===== config.mk =====
export PLATFORM = sky130hd
export DESIGN_NAME = sync_sweep_pulse_decoder
export DESIGN_NICKNAME = d
export VERILOG_FILES = /design/src/rtl/ssp_pkg.sv /design/src/rtl/ssp_csr.sv /design/src/rtl/ssp_front.sv /design/src/rtl/ssp_queue.sv /design/src/rtl/ssp_back.sv /design/src/rtl/sync_sweep_pulse_decoder.sv
export VERILOG_INCLUDE_DIRS = /design/src /design/src/rtl
export SDC_FILE = /design/constraint.sdc
export NUM_CORES = 1
export LEC_CHECK = 0
export BUFFER_PORTS_ARGS = -buffer_cell sky130_fd_sc_hd__buf_2
export CORE_UTILIZATION = 55
export CTS_CLUSTER_SIZE = 14
export DETAILED_ROUTE_END_ITERATION = 10
export PLACE_DENSITY_LB_ADDON = 0.2
export SYNTH_ARGS = -nofsm -noshare
export SYNTH_HDL_FRONTEND = slang
export SYNTH_SLANG_ARGS = --single-unit

===== constraint.sdc =====
create_clock -name clock -period 21.6 [get_ports clock]
set_clock_uncertainty 0.2 [all_clocks]
set_input_delay 4.32 -clock clock [delete_from_list [all_inputs] [get_ports clock]]
set_output_delay 4.32 -clock clock [all_outputs]
set_load 0.02 [all_outputs]

===== src/rtl/sync_sweep_pulse_decoder_macros.svh =====
// ----------------------------------------------------------------------------
// Sync sweep pulse decoder assertion macros
// Shared property forms, clocked on clock and disabled during reset.
// ----------------------------------------------------------------------------
`ifndef SYNC_SWEEP_PULSE_DECODER_MACROS_SVH
`define SYNC_SWEEP_PULSE_DECODER_MACROS_SVH

// Consequent must hold in the same cycle as the antecedent.
`define SSP_ASSERT_NOW(label, ante, cons) \
   label: assert property (@(posedge clock) disable iff (reset) (ante) |-> (cons)) \
      else $error("ssp assertion failed");

// Consequent must hold in the cycle after the antecedent.
`define SSP_ASSERT_NEXT(label, ante, cons) \
   label: assert property (@(posedge clock) disable iff (reset) (ante) |=> (cons)) \
      else $error("ssp assertion failed");

`endif


===== src/rtl/ssp_pkg.sv =====
// ----------------------------------------------------------------------------
// Sync sweep pulse decoder package
// Shared types, register indexes and constants.
// ----------------------------------------------------------------------------
`default_nettype none

package ssp_pkg;

   localparam int TIME_W = 16;
   localparam int TICK_W = 7;
   localparam int US_W   = 22;
   localparam int KIND_W = 2;
   localparam int IDX_W  = 3;

   localparam logic [US_W-1:0]   US_MAX = {US_W{1'b1}};

   localparam logic [KIND_W-1:0] KIND_OTHER = 2'd0;
   localparam logic [KIND_W-1:0] KIND_SYNC  = 2'd1;
   localparam logic [KIND_W-1:0] KIND_SWEEP = 2'd2;

   typedef enum logic [IDX_W-1:0] {
      CSR_SYNC_MIN    = 3'd0,
      CSR_SYNC_LIMIT  = 3'd1,
      CSR_SWEEP_FLOOR = 3'd2,
      CSR_SWEEP_LIMIT = 3'd3,
      CSR_US_PER_TICK = 3'd4
   } ssp_csr_index_type;

   localparam logic [TIME_W-1:0] RST_SYNC_MIN    = 16'd12;
   localparam logic [TIME_W-1:0] RST_SYNC_LIMIT  = 16'd68;
   localparam logic [TIME_W-1:0] RST_SWEEP_FLOOR = 16'd2;
   localparam logic [TIME_W-1:0] RST_SWEEP_LIMIT = 16'd6;
   localparam logic [TICK_W-1:0] RST_US_PER_TICK = 7'd8;

   typedef struct packed {
      logic [TIME_W-1:0] sync_width_min;
      logic [TIME_W-1:0] sync_width_limit;
      logic [TIME_W-1:0] sweep_width_floor;
      logic [TIME_W-1:0] sweep_width_limit;
      logic [TICK_W-1:0] us_per_tick;
   } ssp_cfg_type;

   typedef struct packed {
      logic [TIME_W-1:0] rise_time;
      logic [TIME_W-1:0] width_ticks;
      logic              is_sync;
      logic              is_sweep;
   } ssp_entry_type;

endpackage

`default_nettype wire


===== src/rtl/ssp_csr.sv =====
// ----------------------------------------------------------------------------
// Sync sweep pulse decoder configuration registers
// Holds the width windows and the tick conversion factor.
// ----------------------------------------------------------------------------
`default_nettype none

module ssp_csr
   import ssp_pkg::*;
(
   input  wire logic              clock,
   input  wire logic              reset,
   input  wire logic              csr_valid,
   output logic                   csr_ready,
   input  wire logic [IDX_W-1:0]  csr_index,
   input  wire logic [TIME_W-1:0] csr_wdata,
   output ssp_cfg_type            cfg
);

   ssp_cfg_type cfg_ff;
   ssp_cfg_type cfg_in;

   assign csr_ready = 1'b1;
   assign cfg       = cfg_ff;

   always_comb begin
      cfg_in = cfg_ff;
      if (csr_valid) begin
         case (ssp_csr_index_type'(csr_index))
            CSR_SYNC_MIN:    cfg_in.sync_width_min    = csr_wdata;
            CSR_SYNC_LIMIT:  cfg_in.sync_width_limit  = csr_wdata;
            CSR_SWEEP_FLOOR: cfg_in.sweep_width_floor = csr_wdata;
            CSR_SWEEP_LIMIT: cfg_in.sweep_width_limit = csr_wdata;
            CSR_US_PER_TICK: cfg_in.us_per_tick       = csr_wdata[TICK_W-1:0];
            default:         cfg_in = cfg_ff;
         endcase
      end
   end

   always_ff @(posedge clock) begin
      if (reset) begin
         cfg_ff.sync_width_min    <= RST_SYNC_MIN;
         cfg_ff.sync_width_limit  <= RST_SYNC_LIMIT;
         cfg_ff.sweep_width_floor <= RST_SWEEP_FLOOR;
         cfg_ff.sweep_width_limit <= RST_SWEEP_LIMIT;
         cfg_ff.us_per_tick       <= RST_US_PER_TICK;
      end else begin
         cfg_ff <= cfg_in;
      end
   end

endmodule

`default_nettype wire


===== src/rtl/ssp_front.sv =====
// ----------------------------------------------------------------------------
// Sync sweep pulse decoder front end
// Takes a pulse, measures its width and classifies it against the windows.
// ----------------------------------------------------------------------------
`default_nettype none

module ssp_front
   import ssp_pkg::*;
(
   input  wire logic              req_valid,
   output logic                   req_ready,
   input  wire logic [TIME_W-1:0] rise_time,
   input  wire logic [TIME_W-1:0] fall_time,
   input  wire ssp_cfg_type       cfg,
   output logic                   push,
   output ssp_entry_type          entry,
   input  wire logic              queue_full
);

   logic [TIME_W-1:0] width;

   assign width     = fall_time - rise_time;
   assign req_ready = !queue_full;
   assign push      = req_valid && !queue_full;

   always_comb begin
      entry.rise_time   = rise_time;
      entry.width_ticks = width;
      entry.is_sync     = (width >= cfg.sync_width_min) && (width < cfg.sync_width_limit);
      entry.is_sweep    = (width > cfg.sweep_width_floor) && (width < cfg.sweep_width_limit);
   end

endmodule

`default_nettype wire


===== src/rtl/ssp_queue.sv =====
// ----------------------------------------------------------------------------
// Sync sweep pulse decoder queue
// Small first-in first-out buffer between the front end and the back end.
// ----------------------------------------------------------------------------
`default_nettype none

module ssp_queue #(
   parameter int WIDTH = 34,
   parameter int DEPTH = 2
) (
   input  wire logic             clock,
   input  wire logic             reset,
   input  wire logic             push,
   input  wire logic [WIDTH-1:0] push_data,
   output logic                  full,
   input  wire logic             pop,
   output logic                  not_empty,
   output logic [WIDTH-1:0]      head
);

   localparam int PTR_W = (DEPTH > 1) ? $clog2(DEPTH) : 1;
   localparam int CNT_W = $clog2(DEPTH + 1);
   localparam logic [PTR_W-1:0] LAST_PTR = PTR_W'(DEPTH - 1);
   localparam logic [CNT_W-1:0] FULL_CNT = CNT_W'(DEPTH);

   logic [WIDTH-1:0] slot_ff [DEPTH];
   logic [PTR_W-1:0] wr_ptr_ff, wr_ptr_in;
   logic [PTR_W-1:0] rd_ptr_ff, rd_ptr_in;
   logic [CNT_W-1:0] count_ff, count_in;
   logic             do_push, do_pop;

   assign full      = (count_ff == FULL_CNT);
   assign not_empty = (count_ff != '0);
   assign head      = slot_ff[rd_ptr_ff];
   assign do_push   = push && !full;
   assign do_pop    = pop && not_empty;

   always_comb begin
      wr_ptr_in = wr_ptr_ff;
      rd_ptr_in = rd_ptr_ff;
      count_in  = count_ff;
      if (do_push) begin
         wr_ptr_in = (wr_ptr_ff == LAST_PTR) ? '0 : wr_ptr_ff + 1'b1;
      end
      if (do_pop) begin
         rd_ptr_in = (rd_ptr_ff == LAST_PTR) ? '0 : rd_ptr_ff + 1'b1;
      end
      if (do_push && !do_pop) begin
         count_in = count_ff + 1'b1;
      end else if (do_pop && !do_push) begin
         count_in = count_ff - 1'b1;
      end
   end

   always_ff @(posedge clock) begin
      if (reset) begin
         wr_ptr_ff <= '0;
         rd_ptr_ff <= '0;
         count_ff  <= '0;
      end else begin
         wr_ptr_ff <= wr_ptr_in;
         rd_ptr_ff <= rd_ptr_in;
         count_ff  <= count_in;
      end
   end

   always_ff @(posedge clock) begin
      if (do_push) begin
         slot_ff[wr_ptr_ff] <= push_data;
      end
   end

endmodule

`default_nettype wire


===== src/rtl/ssp_back.sv =====
// ----------------------------------------------------------------------------
// Sync sweep pulse decoder back end
// Runs the sync counter and arming, converts delays and holds the result.
// ----------------------------------------------------------------------------
`default_nettype none

`include "sync_sweep_pulse_decoder_macros.svh"

module ssp_back
   import ssp_pkg::*;
(
   input  wire logic                   clock,
   input  wire logic                   reset,
   input  wire logic                   entry_valid,
   input  wire ssp_entry_type          entry,
   output logic                        pop,
   input  wire logic [TICK_W-1:0]      us_per_tick,
   output logic                        rsp_valid,
   input  wire logic                   rsp_ready,
   output logic [KIND_W-1:0]           pulse_kind,
   output logic [TIME_W-1:0]           width_ticks,
   output logic [US_W-1:0]             x_time_us,
   output logic [US_W-1:0]             y_time_us,
   output logic                        x_updated,
   output logic                        y_updated
);

   localparam int PROD_W = TIME_W + TICK_W;

   logic [2:0]          sync_count_ff, sync_count_in;
   logic                x_armed_ff, x_armed_in;
   logic                y_armed_ff, y_armed_in;
   logic [TIME_W-1:0]   sync_time_ff, sync_time_in;
   logic [US_W-1:0]     x_delay_ff, x_delay_in;
   logic [US_W-1:0]     y_delay_ff, y_delay_in;
   logic                rsp_valid_ff;
   logic [KIND_W-1:0]   kind_ff, kind_in;
   logic [TIME_W-1:0]   width_ff;
   logic                x_upd_ff, x_upd_in;
   logic                y_upd_ff, y_upd_in;
   logic [2:0]          count_inc;
   logic [TIME_W-1:0]   ticks;
   logic [PROD_W-1:0]   product;
   logic [US_W-1:0]     delay_us;

   assign pop = entry_valid && (!rsp_valid_ff || rsp_ready);

   // A pulse that is both sync and sweep measures from its own rise.
   assign ticks    = entry.is_sync ? '0 : (entry.rise_time - sync_time_ff);
   assign product  = PROD_W'(ticks) * PROD_W'(us_per_tick);
   assign delay_us = (product > PROD_W'(US_MAX)) ? US_MAX : product[US_W-1:0];
   assign count_inc = sync_count_ff + 3'd1;

   always_comb begin
      sync_count_in = sync_count_ff;
      x_armed_in    = x_armed_ff;
      y_armed_in    = y_armed_ff;
      sync_time_in  = sync_time_ff;
      x_delay_in    = x_delay_ff;
      y_delay_in    = y_delay_ff;
      kind_in       = KIND_OTHER;
      x_upd_in      = 1'b0;
      y_upd_in      = 1'b0;
      if (entry.is_sync) begin
         kind_in       = KIND_SYNC;
         sync_count_in = count_inc;
         sync_time_in  = entry.rise_time;
         if (count_inc > 3'd1) begin
            y_armed_in = 1'b0;
         end
         if (count_inc == 3'd3) begin
            x_armed_in = 1'b1;
         end
         if (count_inc == 3'd4) begin
            sync_count_in = '0;
            x_armed_in    = 1'b0;
         end
      end
      if (entry.is_sweep) begin
         if (!entry.is_sync) begin
            kind_in = KIND_SWEEP;
         end
         sync_count_in = '0;
         if (y_armed_in) begin
            y_delay_in = delay_us;
            y_upd_in   = 1'b1;
            y_armed_in = 1'b0;
         end
         if (x_armed_in) begin
            x_delay_in = delay_us;
            x_upd_in   = 1'b1;
            y_armed_in = 1'b1;
            x_armed_in = 1'b0;
         end
      end
   end

   always_ff @(posedge clock) begin
      if (reset) begin
         sync_count_ff <= '0;
         x_armed_ff    <= 1'b0;
         y_armed_ff    <= 1'b0;
         sync_time_ff  <= '0;
         x_delay_ff    <= '0;
         y_delay_ff    <= '0;
         rsp_valid_ff  <= 1'b0;
      end else begin
         if (pop) begin
            sync_count_ff <= sync_count_in;
            x_armed_ff    <= x_armed_in;
            y_armed_ff    <= y_armed_in;
            sync_time_ff  <= sync_time_in;
            x_delay_ff    <= x_delay_in;
            y_delay_ff    <= y_delay_in;
            rsp_valid_ff  <= 1'b1;
         end else if (rsp_ready) begin
            rsp_valid_ff  <= 1'b0;
         end
      end
   end

   always_ff @(posedge clock) begin
      if (pop) begin
         kind_ff  <= kind_in;
         width_ff <= entry.width_ticks;
         x_upd_ff <= x_upd_in;
         y_upd_ff <= y_upd_in;
      end
   end

   assign rsp_valid   = rsp_valid_ff;
   assign pulse_kind  = kind_ff;
   assign width_ticks = width_ff;
   assign x_time_us   = x_delay_ff;
   assign y_time_us   = y_delay_ff;
   assign x_updated   = x_upd_ff;
   assign y_updated   = y_upd_ff;

   `SSP_ASSERT_NOW(a_arm_exclusive, x_armed_ff, !y_armed_ff)
   `SSP_ASSERT_NOW(a_x_armed_count, x_armed_ff, sync_count_ff == 3'd3)
   `SSP_ASSERT_NEXT(a_pop_loads_rsp, pop, rsp_valid_ff)
   `SSP_ASSERT_NEXT(a_x_upd_arms_y, pop && x_upd_in, y_armed_ff && !x_armed_ff)

endmodule

`default_nettype wire


===== src/rtl/sync_sweep_pulse_decoder.sv =====
// ----------------------------------------------------------------------------
// Sync sweep pulse decoder
// Classifies optical pulses by width and times sweeps against sync pulses.
//
//   Channel  Direction  Payload
//   req_     in         tdata: rise_time, fall_time
//   rsp_     out        tuser: pulse_kind; tdata: width, x/y times, update flags
//   csr_     in         index and write data, always ready
//
// One item per cycle is sustained while rsp_tready is high; the back end
// updates all state in one step. An item is registered in the queue, then in
// the back end, before its result reaches rsp_. Synchronous reset restores
// the register defaults and clears the queue and the sync and arming state.
// The queue holds QUEUE_DEPTH items; req_tready drops only when it is full.
// ----------------------------------------------------------------------------
`default_nettype none

module sync_sweep_pulse_decoder
   import ssp_pkg::*;
#(
   parameter int QUEUE_DEPTH = 2
) (
   input  wire logic              clock,
   input  wire logic              reset,
   input  wire logic              req_tvalid,
   output logic                   req_tready,
   // [15:0] rise_time, [31:16] fall_time
   input  wire logic [31:0]       req_tdata,
   output logic                   rsp_tvalid,
   input  wire logic              rsp_tready,
   // [15:0] width_ticks, [37:16] x_time_us, [59:38] y_time_us,
   // [60] x_updated, [61] y_updated, [63:62] zero
   output logic [63:0]            rsp_tdata,
   // [1:0] pulse_kind
   output logic [KIND_W-1:0]      rsp_tuser,
   input  wire logic              csr_valid,
   output logic                   csr_ready,
   input  wire logic [IDX_W-1:0]  csr_index,
   input  wire logic [TIME_W-1:0] csr_wdata
);

   localparam int ENTRY_W = $bits(ssp_entry_type);

   ssp_cfg_type       cfg;
   ssp_entry_type     entry_push;
   ssp_entry_type     entry_head;
   logic [ENTRY_W-1:0] head_bits;
   logic              push, pop, queue_full, queue_valid;
   logic [TIME_W-1:0] width_ticks;
   logic [US_W-1:0]   x_time_us, y_time_us;
   logic              x_updated, y_updated;

   ssp_csr u_csr (
      .clock     (clock),
      .reset     (reset),
      .csr_valid (csr_valid),
      .csr_ready (csr_ready),
      .csr_index (csr_index),
      .csr_wdata (csr_wdata),
      .cfg       (cfg)
   );

   ssp_front u_front (
      .req_valid  (req_tvalid),
      .req_ready  (req_tready),
      .rise_time  (req_tdata[15:0]),
      .fall_time  (req_tdata[31:16]),
      .cfg        (cfg),
      .push       (push),
      .entry      (entry_push),
      .queue_full (queue_full)
   );

   ssp_queue #(
      .WIDTH (ENTRY_W),
      .DEPTH (QUEUE_DEPTH)
   ) u_queue (
      .clock     (clock),
      .reset     (reset),
      .push      (push),
      .push_data (entry_push),
      .full      (queue_full),
      .pop       (pop),
      .not_empty (queue_valid),
      .head      (head_bits)
   );

   assign entry_head = ssp_entry_type'(head_bits);

   ssp_back u_back (
      .clock       (clock),
      .reset       (reset),
      .entry_valid (queue_valid),
      .entry       (entry_head),
      .pop         (pop),
      .us_per_tick (cfg.us_per_tick),
      .rsp_valid   (rsp_tvalid),
      .rsp_ready   (rsp_tready),
      .pulse_kind  (rsp_tuser),
      .width_ticks (width_ticks),
      .x_time_us   (x_time_us),
      .y_time_us   (y_time_us),
      .x_updated   (x_updated),
      .y_updated   (y_updated)
   );

   assign rsp_tdata = {2'b00, y_updated, x_updated, y_time_us, x_time_us, width_ticks};

endmodule

`default_nettype wire

======== After elaboration in Yosys (flattened, before gate mapping) ========
Memory sizes are Yosys's and may differ from the RTL's. A register that Yosys moved wholly into a read port is not among the register bits.
Cells that the tools add are included.
storage, ports and cells
  register bits after elaboration ......... 161
  RAM bits ................................ 68
  input port bits ......................... 56
  output and inout bits ................... 69
  logic and storage cells ................. 95
  memories ................................ 1
memory list
  memory           words  width  rd ports  clocked after Yosys merged registers in  write ports  RTL line         text
  u_queue.slot_ff  2      34     1         1                                        1            ssp_queue.sv:26  logic [WIDTH-1:0] slot_ff [DEPTH];
operators by class
  add/subtract/negate cells ............... 7
  multiply operators ...................... 1
  order comparisons ....................... 6
  equality and inequality tests ........... 7
  mux-type cells .......................... 27
  reduce and logical (&&, ||, !) cells .... 27
operator list
  kind                                                                    count
  16-bit < comparator                                                     2
  16-bit subtractor                                                       2
  23-bit by 22-bit > comparator with 1-bit output, second input constant  1
  16-bit by 7-bit multiplier with 23-bit output                           1
  22-bit 2-to-1 mux                                                       1
  1-bit 2-to-1 mux                                                        18
  16-bit >= comparator                                                    1
  16-bit > comparator                                                     1
  16-bit 2-to-1 mux                                                       1
  2-bit AND reduction                                                     7
  3-bit by 2-bit equality test with 1-bit output, second input constant   3
  3-bit 2-to-1 mux                                                        3
  1-bit logical AND                                                       8
  2-bit 2-to-1 mux                                                        4
  2-bit nonzero test                                                      4
  3-bit equality test, second input constant                              2
  3-bit AND reduction                                                     2
  1-bit zero test                                                         4
  3-bit by 1-bit adder with 3-bit output, second input constant           1
  3-bit by 1-bit equality test with 1-bit output, second input constant   1
  3-bit by 1-bit > comparator with 1-bit output, second input constant    1
  3-bit zero test                                                         1
  1-bit adder, second input constant                                      2
  2-bit by 1-bit adder with 2-bit output, second input constant           1
  other kinds (3)                                                         3

======== Logic depth before layout (Yosys ltp) ========
  word-level depth ........................ 8
  mapped depth ............................ 27
  depth with buffers taken out ............ 24

======== Hierarchy ========
From an unflattened synthesis, not the netlist that was laid out.
second synthesis, totals
  cells, all modules ...................... 1589
  area, all modules ....................... 15512.4 µm²
modules (own cells, without submodules)
  module                    instances  cells each  area each (µm²)  sequential area each (µm²)
  ssp_back                  1          846         7477.2           1921.8
  ssp_csr                   1          261         2872.8           1421.4
  ssp_queue                 1          131         2667.6           2142.1
  ssp_front                 1          346         2461.1           0.0
  sync_sweep_pulse_decoder  1          5           33.8             0.0

======== Least setup slack after synthesis ========
OpenSTA, ideal clock, no wires.
  path kind ............................... input-to-reg
  start point ............................. input port req_tdata[16]
  end point ............................... memory u_queue.slot_ff[0][0] (data pin)
  setup time .............................. 265 ps
  arrival ................................. 7360 ps
  data required time ...................... 21135 ps
  setup slack ............................. 13775 ps
  stages .................................. 15
  buffers on the path ..................... 0
  cells stage by stage .................... inv_1 -> ha_1 -> inv_1 -> fa_1 -> a21oi_1 -> o21ai_0 -> a2111oi_0 -> o21bai_1 -> xor2_1 -> ha_1 -> a21o_1 -> a211o_1 -> o211ai_1 -> a21oi_1 -> o311a_1
RTL lines
  item         RTL line                        text
  from (decl)  sync_sweep_pulse_decoder.sv:28  input wire logic [31:0] req_tdata,
  to (decl)    ssp_queue.sv:26

==> run metrics <==
status=finished, final reports clean; CP Data Required Time=21760 ps; Vias=11600; Worst R2R Setup Slack=13540 ps; Die X=167 um; Seq pwr share=29.2%; largest family of logic cells by synthesized area=adder cells; measured slew at the worst slew-check pin=1210 ps; sequential standard cell area=5490 sq um; Yosys top cell by area=dfxtp_1; TritonCTS clock tree=yes; yosys warns=0; reg2reg path depth=23; asr flop ratio synth=0%; IO buf count=121; RSZ-0062 raised after global routing=no; drt first pass iters=6; hold_buf cts=0; gpl congestion=0.898; Initial Utilization=55.9%; Max H-tree Level=1; CP Class=reg -> reg; initial antenna violation count=0; mux contribution to synthesized area=3.61%; Worst setup SP type=flop; CP Capture Type=flop; TritonCTS Sinks=230; Cells after Synth=1607; Crit Path Max Fanout=44; Overflow after GRT=0; cell row count=60; commonest register cell after synthesis=dfxtp_1; Clock Power Share=25.8%; placed insts=2016; Synth Area per Inst=9.35 sq um; Peak VDD IR=0.0748 mV; Overall Power=1870 uW; #FFs+latches synth=230; sw frac=40.1%; cts repair resizes=0; via/cell ratio=5.62; Adder-Cell Fraction of Synth Area=21.2%; Synth area leaders=dfxtp_1 19%, edfxtp_1 18%, ha_1 12%, fa_1 9.5%, nand2_1 5.2%; DRT iter0 DRCs=790; chip height=167 um; post-route ant nets=0; Max Fclk=124 MHz; CTS Buffer Depth=3; simple-gate area share of the yosys netlist=15.3%; area occupied by multi-input gates=8590 sq um; root buf cell=clkbuf_16; NetSw=748 uW; Ports=125; global-route usage over all layers=25.3%; setup violators final=0; Synth Cell Area=15000 sq um; area fraction of the dominant cell type after synthesis=18.9%; # DRC=0; # Post-CTS Setup Buffers=0; Final Cycle Share=37.3%; max-slew violations=0; Min-Delay Path Class=reg -> reg; Clk pin slew, worst setup/hold paths=60 ps; number of max-cap violations=0; Hold Vio Cnt, Final=0; relative slew slack=19.0%; Compound-Gate Fraction of Synth Area=14.5%; drt wl/cell=17.2 um; first-pass GRT wire length=57300 um; Post-synth EDFFs=88; Area Overhead vs Synth=11.8%; synth unique cells=70; CP arrival=8220 ps; fin nets=1972; clock period minus worst slack=8060 ps; core area=26900 sq um; HPWL after DPL=26800 um; Leak Pwr=0.00700 uW; Post-Synth XOR/XNOR Area=2.45%; worst hold path depth=2; post-route insts no fill=2066; fillers=2324; fraction of layout cells with a size suffix above 1=13.2%; DIE AREA=28000 sq um; Total Routed Length=35400 um; combinational power share=44.9%; setup TNS=0 ps; # diodes=0; Num CTS Buffers=27; P per Cell Area=111 nW/um^2; largest net degree at the start of global routing=105; sequential fraction of the synthesis area=36.5%; clock latency on the worst-skew pair=560 ps; Power Internal=1120 uW; vias in the first global route=11400
==> cell type report <==
class	count	share of cell area, %
repair buffers	132	4.11
clock buffers	27	4.02
flip-flops and latches	230	32.7
clock inverters	23	1.65
multi-input cells	1141	51.2
inverters	172	3.84
well taps	341	2.54
==> critical path: stages (launching register included) <==
cell      delay (ps)
dfxtp_1          420
buf_4            460
mux2_2           440
ha_1             350
a211oi_1         270
a21oi_1          140
o211ai_1         310
a21oi_1          110
o31ai_1          770
nor2_1           150
fa_1             540
fa_1             440
fa_1             560
inv_1             60
fa_1             540
inv_1             40
ha_1             380
a211oi_1         290
o21ai_1          160
a221oi_4         320
a21oi_2          120
nor3b_4          170
buf_4            430
a311oi_1         160
==> power by group through the flow <==
| stage | Clock (uW) | Sequential, uW | Combinational, uW |
|---|---|---|---|
| 2_1_floorplan | 0 | 566 | 618 |
| 3_3_place_gp | 0 | 553 | 830 |
| 3_5_place_dp | 0 | 555 | 844 |
| 4_1_cts | 492 | 546 | 848 |
| 5_1_grt | 507 | 551 | 942 |
| 6_report | 482 | 546 | 839 |
==> cells by family (layout without fill, tap and decap cells) <==
logic type      after synthesis  in the layout
simple gates                499            499
compound gates              335            335
buf+inv                     237            354
flops                       230            230
fa+ha+maj                   212            212
mux                          50             50
xor+xnor                     42             42
other cells                   2              3
==> cells in the mapped netlist (all sizes together) (9+ instances only) <==
cell type  instances
a21oi            132
inv              172
clkbuf            47
nor3              14
a21o              24
xnor2             19
dfxtp            142
ha               141
nand4             12
mux2              30
nand3b            10
and2              60
o21a              12
nand2            207
nor4               9
nand3             12
fa                71
o21ai             57
a311oi            44
nor2             132
edfxtp            88
mux2i             20
buf               18
nor2b             13
xor2              23
a211oi            12
==> per-layer routing <==
metal	vias to the layer above	wire (um)	track usage [%]
met5	-	0	0
met4	0	995	6.98
met3	47	1490	2.98
met2	263	17500	44.7
met1	5578	15500	32.8
li1	5727	-	-
==> through the flow <==
stage               setup slack (ps)  util, %  instance area (sq um)  hold WS [ps]
floorplan                      13780        -                  15000           231
global placement               13170     58.9                  15800           242
detailed placement             13110     58.9                  15800           249
CTS                            13560     62.5                  16800           257
global route                   13090     62.5                  16800           265
finish                         13540     62.5                  16800           255
==> final timing paths <==
path                                   startpoint                  end
worst max register to register               flop  u_back.y_time_us[0]
worst min register to register  u_back.x_armed_ff    u_back.x_armed_ff
worst max-delay path                         flop  u_back.y_time_us[0]
worst min-delay path            u_back.x_armed_ff    u_back.x_armed_ff
==> layout by cell type (no fill, tap or decap), drive strengths merged, types with 12 or more instances in the layout <==
cell type and count:
nand2 207, inv 178, dfxtp 142, ha 141, a21oi 132, nor2 132
buf 132, edfxtp 88, fa 71, and2 60, o21ai 57, a311oi 44
mux2 30, clkbuf 27, a21o 24, xor2 23, mux2i 20, xnor2 19
nor3 14, nor2b 13, a211oi 12, nand3 12, o21a 12, nand4 12
==> registers in the layout, summed over array words and instances, names as in the netlist, named ones only <==
name	flops
u_back.y_armed_ff	1
u_back.sync_time_ff	16
u_back.width_ticks	16
u_queue.count_ff	2
u_back.y_updated	1
u_back.pulse_kind	2
u_back.y_time_us	22
u_queue.wr_ptr_ff	1
u_back.x_time_us	22
u_queue.rd_ptr_ff	1
u_csr.cfg	71
u_back.x_updated	1
u_back.sync_count_ff	3
u_queue.slot_ff	68
u_back.rsp_valid	1
u_back.x_armed_ff	1
(Power assumes the default switching activity.)
